`src/sv/lbdr_pkg.sv`:
```
// Shared types and constants for the LED boost dead-band regulator.
// Used by lbdr_divider, lbdr_scale and the top level; depends on nothing.
package lbdr_pkg;

   // Converter sample width and the full-scale shift of the LED reading.
   localparam int SAMPLE_W = 12;
   localparam int ADC_BITS = 12;

   // Millivolt fields and duty width.
   localparam int MV_W   = 16;
   localparam int DUTY_W = 8;
   localparam int ACT_W  = 2;

   // Supply scale: 2.495 V reference times full scale, as a dividend.
   localparam int DIV_W     = 24;
   localparam int DIV_CNT_W = $clog2(DIV_W);
   localparam logic [DIV_W-1:0] SUPPLY_SCALE = 24'd10215000;

   // Product of supply, sample and divider gain before the shift.
   localparam int PROD_W = MV_W + SAMPLE_W;
   localparam int WIDE_W = PROD_W + 4;
   localparam logic [3:0] DIVIDER_GAIN = 4'd11;

   localparam logic [MV_W-1:0] SAT16 = {MV_W{1'b1}};

   // Configuration register indexes.
   localparam logic [1:0] REG_TARGET  = 2'd0;
   localparam logic [1:0] REG_BAND    = 2'd1;
   localparam logic [1:0] REG_CEILING = 2'd2;

   // Reset values of the registers and of the duty state.
   localparam logic [MV_W-1:0]   TARGET_RESET  = 16'd8000;
   localparam logic [MV_W-1:0]   BAND_RESET    = 16'd1000;
   localparam logic [DUTY_W-1:0] CEILING_RESET = 8'd24;
   localparam logic [DUTY_W-1:0] DUTY_RESET    = 8'd1;
   localparam logic [DUTY_W-1:0] DUTY_FLOOR    = 8'd1;

   // Regulation action codes.
   localparam logic [ACT_W-1:0] ACT_HOLD = 2'd0;
   localparam logic [ACT_W-1:0] ACT_UP   = 2'd1;
   localparam logic [ACT_W-1:0] ACT_DOWN = 2'd2;

   // Divider control and status.
   typedef struct packed {
      logic                start;
      logic [SAMPLE_W-1:0] divisor;
   } div_ctrl_type;

   typedef struct packed {
      logic             done;
      logic [DIV_W-1:0] quotient;
   } div_stat_type;

   // Scaling unit control and status.
   typedef struct packed {
      logic                start;
      logic [MV_W-1:0]     supply;
      logic [SAMPLE_W-1:0] sample;
   } scale_ctrl_type;

   typedef struct packed {
      logic            done;
      logic [MV_W-1:0] led_mv;
   } scale_stat_type;

endpackage

```
`src/sv/led_boost_deadband_regulator_unit.sv`:
```
// Top level of the LED boost dead-band regulator: sequencer, configuration
// registers, duty state and result register. Uses lbdr_pkg, lbdr_divider, lbdr_scale.
//
//   channel  dir  width  content
//   req      in   24     ref_sample [11:0], led_sample [23:12]
//   rsp      out  32     duty [7:0], led_mv [23:8], action [25:24], zero fill
//   csr      in   2+16   register index, write data
//
// A sample pair's result is loaded after the divider steps, the load of the
// saturated supply, the two scaling stages, the load of the LED voltage and
// the regulation step. The next pair is taken right after the result is loaded,
// even if it waits, so a new pair is never taken before the last result is loaded.
// Reset is synchronous and restores the register defaults and a duty of one.
// A result that is ready while the previous one still waits holds the sequencer
// in its step state until that beat leaves.
module led_boost_deadband_regulator_unit (
   input  logic        clock,
   input  logic        reset,
   input  logic        req_tvalid,
   output logic        req_tready,
   input  logic [23:0] req_tdata,   // ref_sample [11:0], led_sample [23:12]
   output logic        rsp_tvalid,
   input  logic        rsp_tready,
   output logic [31:0] rsp_tdata,   // duty [7:0], led_mv [23:8], action [25:24]
   input  logic        csr_valid,
   output logic        csr_ready,
   input  logic [1:0]  csr_index,
   input  logic [15:0] csr_data
);

   localparam logic [2:0] ST_IDLE  = 3'd0;
   localparam logic [2:0] ST_DIV   = 3'd1;
   localparam logic [2:0] ST_SAT   = 3'd2;
   localparam logic [2:0] ST_SCALE = 3'd3;
   localparam logic [2:0] ST_STEP  = 3'd4;

   logic [2:0]                         state_ff, state_in;
   logic [lbdr_pkg::MV_W-1:0]          target_ff, target_in;
   logic [lbdr_pkg::MV_W-1:0]          band_ff, band_in;
   logic [lbdr_pkg::DUTY_W-1:0]        ceiling_ff, ceiling_in;
   logic [lbdr_pkg::DUTY_W-1:0]        duty_ff, duty_in;
   logic [lbdr_pkg::SAMPLE_W-1:0]      led_ff, led_in;
   logic [lbdr_pkg::MV_W-1:0]          supply_ff, supply_in;
   logic [lbdr_pkg::MV_W-1:0]          mv_ff, mv_in;
   logic                               rsp_vld_ff, rsp_vld_in;
   logic [31:0]                        rsp_data_ff, rsp_data_in;
   logic                               req_beat;
   logic                               out_free;
   logic [lbdr_pkg::MV_W:0]            mv_plus_band;
   logic [lbdr_pkg::MV_W:0]            high_bound;
   logic                               below;
   logic                               above;
   logic [lbdr_pkg::ACT_W-1:0]         action;
   logic [lbdr_pkg::DUTY_W-1:0]        duty_next;
   lbdr_pkg::div_ctrl_type             div_ctrl;
   lbdr_pkg::div_stat_type             div_stat;
   lbdr_pkg::scale_ctrl_type           scale_ctrl;
   lbdr_pkg::scale_stat_type           scale_stat;

   assign req_tready = (state_ff == ST_IDLE);
   assign req_beat   = req_tvalid && req_tready;
   assign csr_ready  = 1'b1;
   assign out_free   = !rsp_vld_ff || rsp_tready;

   // Shared units.
   assign div_ctrl.start   = req_beat;
   assign div_ctrl.divisor = req_tdata[lbdr_pkg::SAMPLE_W-1:0];

   lbdr_divider u_div (
      .clock (clock),
      .reset (reset),
      .ctrl  (div_ctrl),
      .stat  (div_stat)
   );

   assign scale_ctrl.start  = (state_ff == ST_SAT);
   assign scale_ctrl.supply = supply_ff;
   assign scale_ctrl.sample = led_ff;

   lbdr_scale u_scale (
      .clock (clock),
      .reset (reset),
      .ctrl  (scale_ctrl),
      .stat  (scale_stat)
   );

   // Dead-band compare at 17 bits: a band wider than the target never trips low.
   assign mv_plus_band = {1'b0, mv_ff} + {1'b0, band_ff};
   assign high_bound   = {1'b0, target_ff} + {1'b0, band_ff};
   assign below        = mv_plus_band < {1'b0, target_ff};
   assign above        = {1'b0, mv_ff} > high_bound;

   // One regulation step on the duty value.
   always_comb begin
      action    = lbdr_pkg::ACT_HOLD;
      duty_next = duty_ff;
      if (below) begin
         action = lbdr_pkg::ACT_UP;
         if (duty_ff < ceiling_ff) begin
            duty_next = duty_ff + 1'b1;
         end
      end else if (above) begin
         action = lbdr_pkg::ACT_DOWN;
         if (duty_ff > lbdr_pkg::DUTY_FLOOR) begin
            duty_next = duty_ff - 1'b1;
         end
      end
   end

   // Sequencer and datapath registers.
   always_comb begin
      state_in    = state_ff;
      led_in      = led_ff;
      supply_in   = supply_ff;
      mv_in       = mv_ff;
      duty_in     = duty_ff;
      rsp_vld_in  = rsp_vld_ff && !rsp_tready;
      rsp_data_in = rsp_data_ff;
      case (state_ff)
         ST_IDLE: begin
            if (req_beat) begin
               led_in   = req_tdata[2*lbdr_pkg::SAMPLE_W-1:lbdr_pkg::SAMPLE_W];
               state_in = ST_DIV;
            end
         end
         ST_DIV: begin
            if (div_stat.done) begin
               supply_in = (div_stat.quotient[lbdr_pkg::DIV_W-1:lbdr_pkg::MV_W] != '0)
                           ? lbdr_pkg::SAT16
                           : div_stat.quotient[lbdr_pkg::MV_W-1:0];
               state_in  = ST_SAT;
            end
         end
         ST_SAT: begin
            state_in = ST_SCALE;
         end
         ST_SCALE: begin
            if (scale_stat.done) begin
               mv_in    = scale_stat.led_mv;
               state_in = ST_STEP;
            end
         end
         ST_STEP: begin
            if (out_free) begin
               duty_in     = duty_next;
               rsp_vld_in  = 1'b1;
               rsp_data_in = {6'd0, action, mv_ff, duty_next};
               state_in    = ST_IDLE;
            end
         end
         default: begin
            state_in = ST_IDLE;
         end
      endcase
   end

   // Configuration writes; indexes past the list are dropped.
   always_comb begin
      target_in  = target_ff;
      band_in    = band_ff;
      ceiling_in = ceiling_ff;
      if (csr_valid && csr_ready) begin
         case (csr_index)
            lbdr_pkg::REG_TARGET:  target_in  = csr_data;
            lbdr_pkg::REG_BAND:    band_in    = csr_data;
            lbdr_pkg::REG_CEILING: ceiling_in = csr_data[lbdr_pkg::DUTY_W-1:0];
            default: begin
            end
         endcase
      end
   end

   always_ff @(posedge clock) begin
      if (reset) begin
         state_ff   <= ST_IDLE;
         target_ff  <= lbdr_pkg::TARGET_RESET;
         band_ff    <= lbdr_pkg::BAND_RESET;
         ceiling_ff <= lbdr_pkg::CEILING_RESET;
         duty_ff    <= lbdr_pkg::DUTY_RESET;
         rsp_vld_ff <= 1'b0;
      end else begin
         state_ff   <= state_in;
         target_ff  <= target_in;
         band_ff    <= band_in;
         ceiling_ff <= ceiling_in;
         duty_ff    <= duty_in;
         rsp_vld_ff <= rsp_vld_in;
      end
      led_ff      <= led_in;
      supply_ff   <= supply_in;
      mv_ff       <= mv_in;
      rsp_data_ff <= rsp_data_in;
   end

   assign rsp_tvalid = rsp_vld_ff;
   assign rsp_tdata  = rsp_data_ff;

endmodule

```
`src/sv/lbdr_divider.sv`:
```
// Restoring divider: constant supply scale over the reference sample,
// one quotient bit per cycle. Depends on lbdr_pkg.
module lbdr_divider (
   input  logic                  clock,
   input  logic                  reset,
   input  lbdr_pkg::div_ctrl_type ctrl,
   output lbdr_pkg::div_stat_type stat
);

   logic                              busy_ff, busy_in;
   logic                              done_ff, done_in;
   logic [lbdr_pkg::DIV_CNT_W-1:0]    step_ff, step_in;
   logic [lbdr_pkg::DIV_W-1:0]        quo_ff, quo_in;
   logic [lbdr_pkg::SAMPLE_W-1:0]     rem_ff, rem_in;
   logic [lbdr_pkg::SAMPLE_W-1:0]     dvs_ff, dvs_in;
   logic [lbdr_pkg::SAMPLE_W:0]       rem_shift;
   logic                              fits;

   // One step: shift the next dividend bit into the remainder and try a subtract.
   // A zero divisor always fits, so the quotient comes out all ones and saturates.
   assign rem_shift = {rem_ff, quo_ff[lbdr_pkg::DIV_W-1]};
   assign fits      = rem_shift >= {1'b0, dvs_ff};

   always_comb begin
      busy_in = busy_ff;
      done_in = 1'b0;
      step_in = step_ff;
      quo_in  = quo_ff;
      rem_in  = rem_ff;
      dvs_in  = dvs_ff;
      if (ctrl.start && !busy_ff) begin
         busy_in = 1'b1;
         step_in = lbdr_pkg::DIV_CNT_W'(lbdr_pkg::DIV_W - 1);
         quo_in  = lbdr_pkg::SUPPLY_SCALE;
         rem_in  = '0;
         dvs_in  = ctrl.divisor;
      end else if (busy_ff) begin
         quo_in = {quo_ff[lbdr_pkg::DIV_W-2:0], fits};
         rem_in = fits ? lbdr_pkg::SAMPLE_W'(rem_shift - {1'b0, dvs_ff})
                       : rem_shift[lbdr_pkg::SAMPLE_W-1:0];
         if (step_ff == '0) begin
            busy_in = 1'b0;
            done_in = 1'b1;
         end else begin
            step_in = step_ff - 1'b1;
         end
      end
   end

   always_ff @(posedge clock) begin
      if (reset) begin
         busy_ff <= 1'b0;
         done_ff <= 1'b0;
         step_ff <= '0;
      end else begin
         busy_ff <= busy_in;
         done_ff <= done_in;
         step_ff <= step_in;
      end
      quo_ff <= quo_in;
      rem_ff <= rem_in;
      dvs_ff <= dvs_in;
   end

   assign stat.done     = done_ff;
   assign stat.quotient = quo_ff;

endmodule

```
`src/sv/lbdr_scale.sv`:
```
// Two-stage scaling unit: supply times LED sample, then times the divider
// gain, shifted down by the converter width and saturated. Depends on lbdr_pkg.
module lbdr_scale (
   input  logic                    clock,
   input  logic                    reset,
   input  lbdr_pkg::scale_ctrl_type ctrl,
   output lbdr_pkg::scale_stat_type stat
);

   logic                               mul_vld_ff;
   logic                               done_ff;
   logic [lbdr_pkg::PROD_W-1:0]        prod_ff, prod_in;
   logic [lbdr_pkg::MV_W-1:0]          mv_ff, mv_in;
   logic [lbdr_pkg::WIDE_W-1:0]        gained;
   logic [lbdr_pkg::WIDE_W-1:0]        shifted;

   // First stage: the one real multiplier, 16 by 12 bits.
   assign prod_in = lbdr_pkg::PROD_W'(ctrl.supply) * lbdr_pkg::PROD_W'(ctrl.sample);

   // Second stage: constant gain, full-scale shift and saturation.
   assign gained  = lbdr_pkg::WIDE_W'(prod_ff) * lbdr_pkg::WIDE_W'(lbdr_pkg::DIVIDER_GAIN);
   assign shifted = gained >> lbdr_pkg::ADC_BITS;
   assign mv_in   = (shifted > lbdr_pkg::WIDE_W'(lbdr_pkg::SAT16))
                    ? lbdr_pkg::SAT16 : shifted[lbdr_pkg::MV_W-1:0];

   always_ff @(posedge clock) begin
      if (reset) begin
         mul_vld_ff <= 1'b0;
         done_ff    <= 1'b0;
      end else begin
         mul_vld_ff <= ctrl.start;
         done_ff    <= mul_vld_ff;
      end
      prod_ff <= prod_in;
      mv_ff   <= mv_in;
   end

   assign stat.done   = done_ff;
   assign stat.led_mv = mv_ff;

endmodule

```
`config.mk`:
```
export PLATFORM = sky130hd
export DESIGN_NAME = led_boost_deadband_regulator_unit
export DESIGN_NICKNAME = d
export VERILOG_FILES = /design/src/sv/lbdr_pkg.sv /design/src/sv/led_boost_deadband_regulator_unit.sv /design/src/sv/lbdr_divider.sv /design/src/sv/lbdr_scale.sv
export SDC_FILE = /design/constraint.sdc
export NUM_CORES = 1
export LEC_CHECK = 0
export ABC_CLOCK_PERIOD_IN_PS = 8650
export BUFFER_PORTS_ARGS = -buffer_cell sky130_fd_sc_hd__buf_2
export CORE_UTILIZATION = 55
export CTS_BUF_LIST = sky130_fd_sc_hd__clkbuf_16
export CTS_CLUSTER_SIZE = 8
export DETAILED_ROUTE_END_ITERATION = 6
export PLACE_DENSITY = 0.78
export SYNTH_ARGS = -nofsm -noshare
export SYNTH_HDL_FRONTEND = slang
export SYNTH_SLANG_ARGS = --single-unit
```
`constraint.sdc`:
```
create_clock -name clock -period 8.65 [get_ports clock]
set_input_delay 1.73 -clock clock [delete_from_list [all_inputs] [get_ports clock]]
set_output_delay 1.73 -clock clock [all_outputs]
set_load 0.02 [all_outputs]
```
## Word level (Yosys, flattened, before mapping)

Cells that the tools add are included.

| word-level totals | value |
|---|---|
| flip-flop bits (word level) | 223 |
| input bits | 47 |
| logic and storage cells | 93 |

| cells by class | value |
|---|---|
| $add $sub $neg | 6 |
| multiply operators | 2 |
| $lt $le $gt $ge | 6 |
| equal/unequal tests | 11 |
| multiplexer cells | 20 |
| bitwise logic cells | 2 |
| reductions and logical operators | 24 |

Operator list:

| operator | count |
|---|---|
| $add A16 B16 Y17 | 2 |
| $mul A28 B4 Y32 const B | 1 |
| $mux W8 | 4 |
| $mul A16 B12 Y28 | 1 |
| $gt A20 B16 Y1 const B | 1 |
| $reduce_and A2 Y1 | 9 |
| $gt A16 B17 Y1 | 1 |
| $lt A17 B16 Y1 | 1 |
| $mux W5 | 3 |
| $pmux W3 S5 | 1 |
| $ge A13 B12 Y1 | 1 |
| $mux W12 | 1 |
| $mux W3 | 4 |
| $sub A12 B12 Y12 | 1 |
| $add A8 B1 Y8 const B | 1 |
| $gt A8 B1 Y1 const B | 1 |
| $lt A8 B8 Y1 | 1 |
| $ne A2 B1 Y1 const B | 4 |
| $reduce_bool A8 Y1 | 1 |
| $sub A8 B1 Y8 const B | 1 |
| $eq A3 B2 Y1 const B | 2 |
| $mux W1 | 6 |
| $logic_not A5 Y1 | 1 |
| $sub A5 B1 Y5 const B | 1 |
| other kinds (16) | 21 |

## Longest topological paths before layout

| logic depth | value |
|---|---|
| depth after elaboration | 5 |
| mapped depth | 22 |
| gate-level depth less buffers | 21 |

## Hierarchy

From an unflattened synthesis, not the netlist that was laid out.

| unflattened totals | value |
|---|---|
| cell total of the unflattened synthesis | 2185 |
| area, all modules | 19725.2 sq um |

By module, submodules not included:

| module | times used | cells each | area an instance (sq um) |
|---|---|---|---|
| lbdr_scale | 1 | 1161 | 9858.2 |
| led_boost_deadband_regulator_unit | 1 | 716 | 7109.3 |
| lbdr_divider | 1 | 308 | 2757.6 |

## Least setup slack after synthesis

Ideal clock, no wire load.

| path | value |
|---|---|
| path type | reg2reg |
| start point | register led_ff[11] (netlist bit) |
| end point | register u_scale.prod_ff[27] (netlist bit) |
| library setup time | 0.072 ns |
| arrival | 5.741 ns |
| data required time | 8.578 ns |
| slack | 2.837 ns |
| cell stages (with the launch flop) | 21 |
| buffers on the path | 1 |
| cells stage by stage | edfxtp_1 > clkbuf_1 > nand2_1 > fa_1 > fa_1 > inv_1 > fa_1 > fa_1 > inv_1 > fa_1 > inv_1 > ha_1 > and3_4 > and3_4 > a311oi_2 > a311oi_2 > a41o_1 > or4_4 > a31o_1 > a21oi_2 > xnor2_1 |

| on the way | value |
|---|---|
| word-level cells in the longest chain between the ends | 1 |

Ends and longest elaborated chain:

| element | line | text |
|---|---|---|
| start: declaration | led_boost_deadband_regulator_unit.sv:42 | `logic [lbdr_pkg::SAMPLE_W-1:0] led_ff, led_in;` |
| start signal: assignment | led_boost_deadband_regulator_unit.sv:189 | `led_ff <= led_in;` |
| $mul A16 B12 Y28 | lbdr_scale.sv:18 | `assign prod_in = lbdr_pkg::PROD_W'(ctrl.supply) * lbdr_pkg::PROD_W'(ctrl.sample);` |
| via u_scale.prod_in (one bit) | lbdr_scale.sv:12 | `logic [lbdr_pkg::PROD_W-1:0] prod_ff, prod_in;` |
| end signal: assignment | lbdr_scale.sv:34 | `prod_ff <= prod_in;` |
| end: declaration | lbdr_scale.sv:12 |  |

The timed path passes the listed nets, and every way through them passes these cells.
A chain may end at the register's enable or synchronous reset.

## Worst setup path after layout

| path | value |
|---|---|
| start point | register led_ff[8] (netlist bit) |
| end point | register u_scale.prod_ff[27] (netlist bit) |

Same word-level chain as after synthesis.

==> flow_summary.toml <==
[clocking]
cts_max_path_buffers = 3
htree_levels = 1
holdBufCountCts = 0
clock_latency_ps = 560
cts_buffers = 31
clock-sinks = 223
clk_pin_slew_ps = 60
cts_resized = 0
root_buffer = "clkbuf_16"
cts_tree = "done"
post_cts_buffers = 0

[worst_setup_path]
required_ps = 9140
crit_arrival_ps = 6660
r2r-start = "led_ff[8]"
r2r_setup_slack_ps = 2490
critical_path.endpoint = "u_scale.prod_ff[27]"
rr_worst_depth = 20
r2r-end = "u_scale.prod_ff[27]"
crit_type = "reg -> reg"
start_kind = "register"
critPathMaxFanout = 16
critPathLaunch = "led_ff[8]"
endpoint_kind = "register"

[cells_and_area]
finalCoreUtilization = 0.608
final_cells = 2603
fill_cells = 2798
design_area_sq_um = 20500
finalNetCount = 2560
area_delta_synth_final_pct = 8.09
diodes = 0
drive_above_1_share = 0.0729

[floorplan]
rows = 67
die_y_um = 188
core_area_sq_um = 33700
initial_core_util = 0.563
num_io_pins = 82
dieWidth_um = 188
die_area_sq_um = 35200

[routing]
first_pass_iters = 5
vias = 13941
drc_errors = 0
viasPerCell = 5.36
wl_per_cell_um = 14.8
antenna_left = 0
routed_wl_mm = 38.4
dr.first_iter.drc_count = 832

[timing]
maxSlewHeadroom = 0.242
period_share = 0.713
rsz0062_at_grt = "false"
hold_violations = 0
fin_crit_ps = 6160
fin_tns_setup_ps = 0
max_freq_mhz = 162
fin_worst_skew_ps = 25.3
tightest_slew_ps = 1140
slew_viol_final = 0
setup_viol = 0

[power_and_ir_drop]
ir_worst_vdd_mv = 0.218
clkPwrFrac = 0.294
p_leak_nw = 9.89
p_switching_mw = 1.21
swShare = 0.334
comb_power_share = 0.338
power_density_nw_per_um2 = 177
p_int_mw = 2.41
pwr-share-seq = 0.368
power_mw = 3.62

[grt]
grt_overflow = 0
grt_pass1_wl_mm = 66.1
grt_max_degree = 69
track_usage = 0.226
antenna_found_initial = 0
grt_pass1_vias = 14354

[placed_design]
place_area_sq_um = 19600
placedCellCount = 2550
port_buffers = 74
dpl.hpwl_mm = 30.2
gp_congestion = 0.892

[synth]
ys_types = 87
synth_top_area_cell = "fa_1"
ys_ff_latch = 223
synth_edf_count = 82
postSynthCellCount = 2093
yosysWarnings = 0
synthesis.area_sq_um = 19000
synth_top_area_frac = 0.176
synth_async_sr_flop_share = 0
yosys-top-cells-area = "fa_1, dfxtp_1, ha_1, edfxtp_1, inv_1"
synth_ff_type = "dfxtp_1"
yosysSeqAreaShare = 0.279
syn_avg_cell_area_sq_um = 9.06

[outcome]
run_status = "complete, no violations"

[worst_hold_path]
hp-class = "reg -> reg"
whs_path_depth = 0

[flow_run]
cap_violations = 0
## cell usage after synthesis (all sizes together), types with 7 or more instances
cell	n
a21o	33
a211oi	10
and2	72
o31ai	7
buf	12
nor2	95
o21a	11
mux2i	20
nand3b	9
edfxtp	82
o211ai	8
and3	7
o21bai	11
inv	373
o21ai	75
xnor2	49
fa	167
or3	7
nand3	39
a31oi	11
dfxtp	141
ha	211
clkbuf	61
nand2	280
nor2b	17
nand2b	19
a21oi	95
nand4	8
or2	17
nor3	32
xor2	28
a211o	10
## metrics by stage
step                worst slack [ps]  hold slack, ps
floorplan                       2840             386
global placement                2540             386
detailed placement              2470             389
CTS                             2490             402
global route                    2220             412
finish                          2490             404
## cell type report
| class | instances | area [sq um] | area share |
|---|---|---|---|
| inverters | 373 | 1400 | 0.0683 |
| clock inverters | 22 | 87.6 | 0.00427 |
| repair buffers | 77 | 393 | 0.0192 |
| clock buffers | 31 | 776 | 0.0378 |
| well taps | 448 | 561 | 0.0273 |
| flip-flops and latches | 223 | 5290 | 0.258 |
| multi-input cells | 1429 | 12000 | 0.585 |
## registers in the layout (all words and copies together), names as in the netlist, 12 cells and up
signal and flops:
mv_ff 16, led_ff 12, u_scale.mv_ff 16, u_scale.prod_ff 28, rsp_tdata 26, u_div.rem_ff 12
band_ff 16, u_div.quo_ff 24, supply_ff 16, target_ff 16, u_div.dvs_ff 12
## power by group through the flow
stage          Sequential [mW]  Combinational [mW]  Clock, mW
2_1_floorplan             1.30                1.01          0
3_3_place_gp              1.35                1.17          0
3_5_place_dp              1.35                1.22          0
4_1_cts                   1.33                1.23       1.09
5_1_grt                   1.35                1.41       1.14
6_report                  1.33                1.22       1.06
## cells by family after synthesis
group	count (synthesis)	synth area share
multiplexers	24	0.0136
adder cells (fa/ha/maj)	378	0.315
AO/OA/AOI/OAI	321	0.111
other	2	0.000396
AND/OR/NAND/NOR	622	0.155
XOR/XNOR	77	0.0356
buffers and inverters	446	0.0901
flip-flops	223	0.279
## worst max-delay path, stage by stage, from the launching register on
cell and delay [ps]:
edfxtp_1 620, and2_1 290, fa_1 530, inv_1 50, fa_1 480, inv_1 60
fa_1 500, fa_1 540, inv_1 50, fa_1 520, inv_1 40, ha_1 340
and3_4 200, and3_4 170, a311oi_2 280, a311oi_2 210, a41o_1 280, or4_4 420
a31o_1 240, a21oi_2 140, xnor2_1 120
## layout by cell type, fill, tap and decap left out, types with 39 or more instances in the layout
cell type    n
and2_1      72
o21ai_0     72
buf_2       74
xnor2_1     49
nand2_1    280
dfxtp_1    140
ha_1       211
a21oi_1     94
inv_1      393
fa_1       167
nor2_1      95
nand3_1     39
edfxtp_1    82
## worst min path at each step
stage / startpoint / to / slack, ps
CTS: u_scale.mv_ff[0] / mv_ff[0] / 400
finish: u_scale.mv_ff[11] / mv_ff[11] / 400
global placement: u_scale.mv_ff[0] / mv_ff[0] / 390
floorplan: u_scale.mv_ff[0] / mv_ff[0] / 390
detailed placement: u_scale.mv_ff[10] / mv_ff[10] / 390
global route: u_scale.mv_ff[2] / mv_ff[2] / 410
## metal layers
| layer | GRT usage | vias up | share of wire |
|---|---|---|---|
| li1 | - | 6879 | - |
| met3 | 0.0279 | 81 | 0.039 |
| met1 | 0.282 | 6666 | 0.44 |
| met4 | 0.0747 | 0 | 0.030 |
| met2 | 0.402 | 315 | 0.49 |
| met5 | 0 | - | 0 |
No activity file was read; power rests on OpenSTA's default activity.
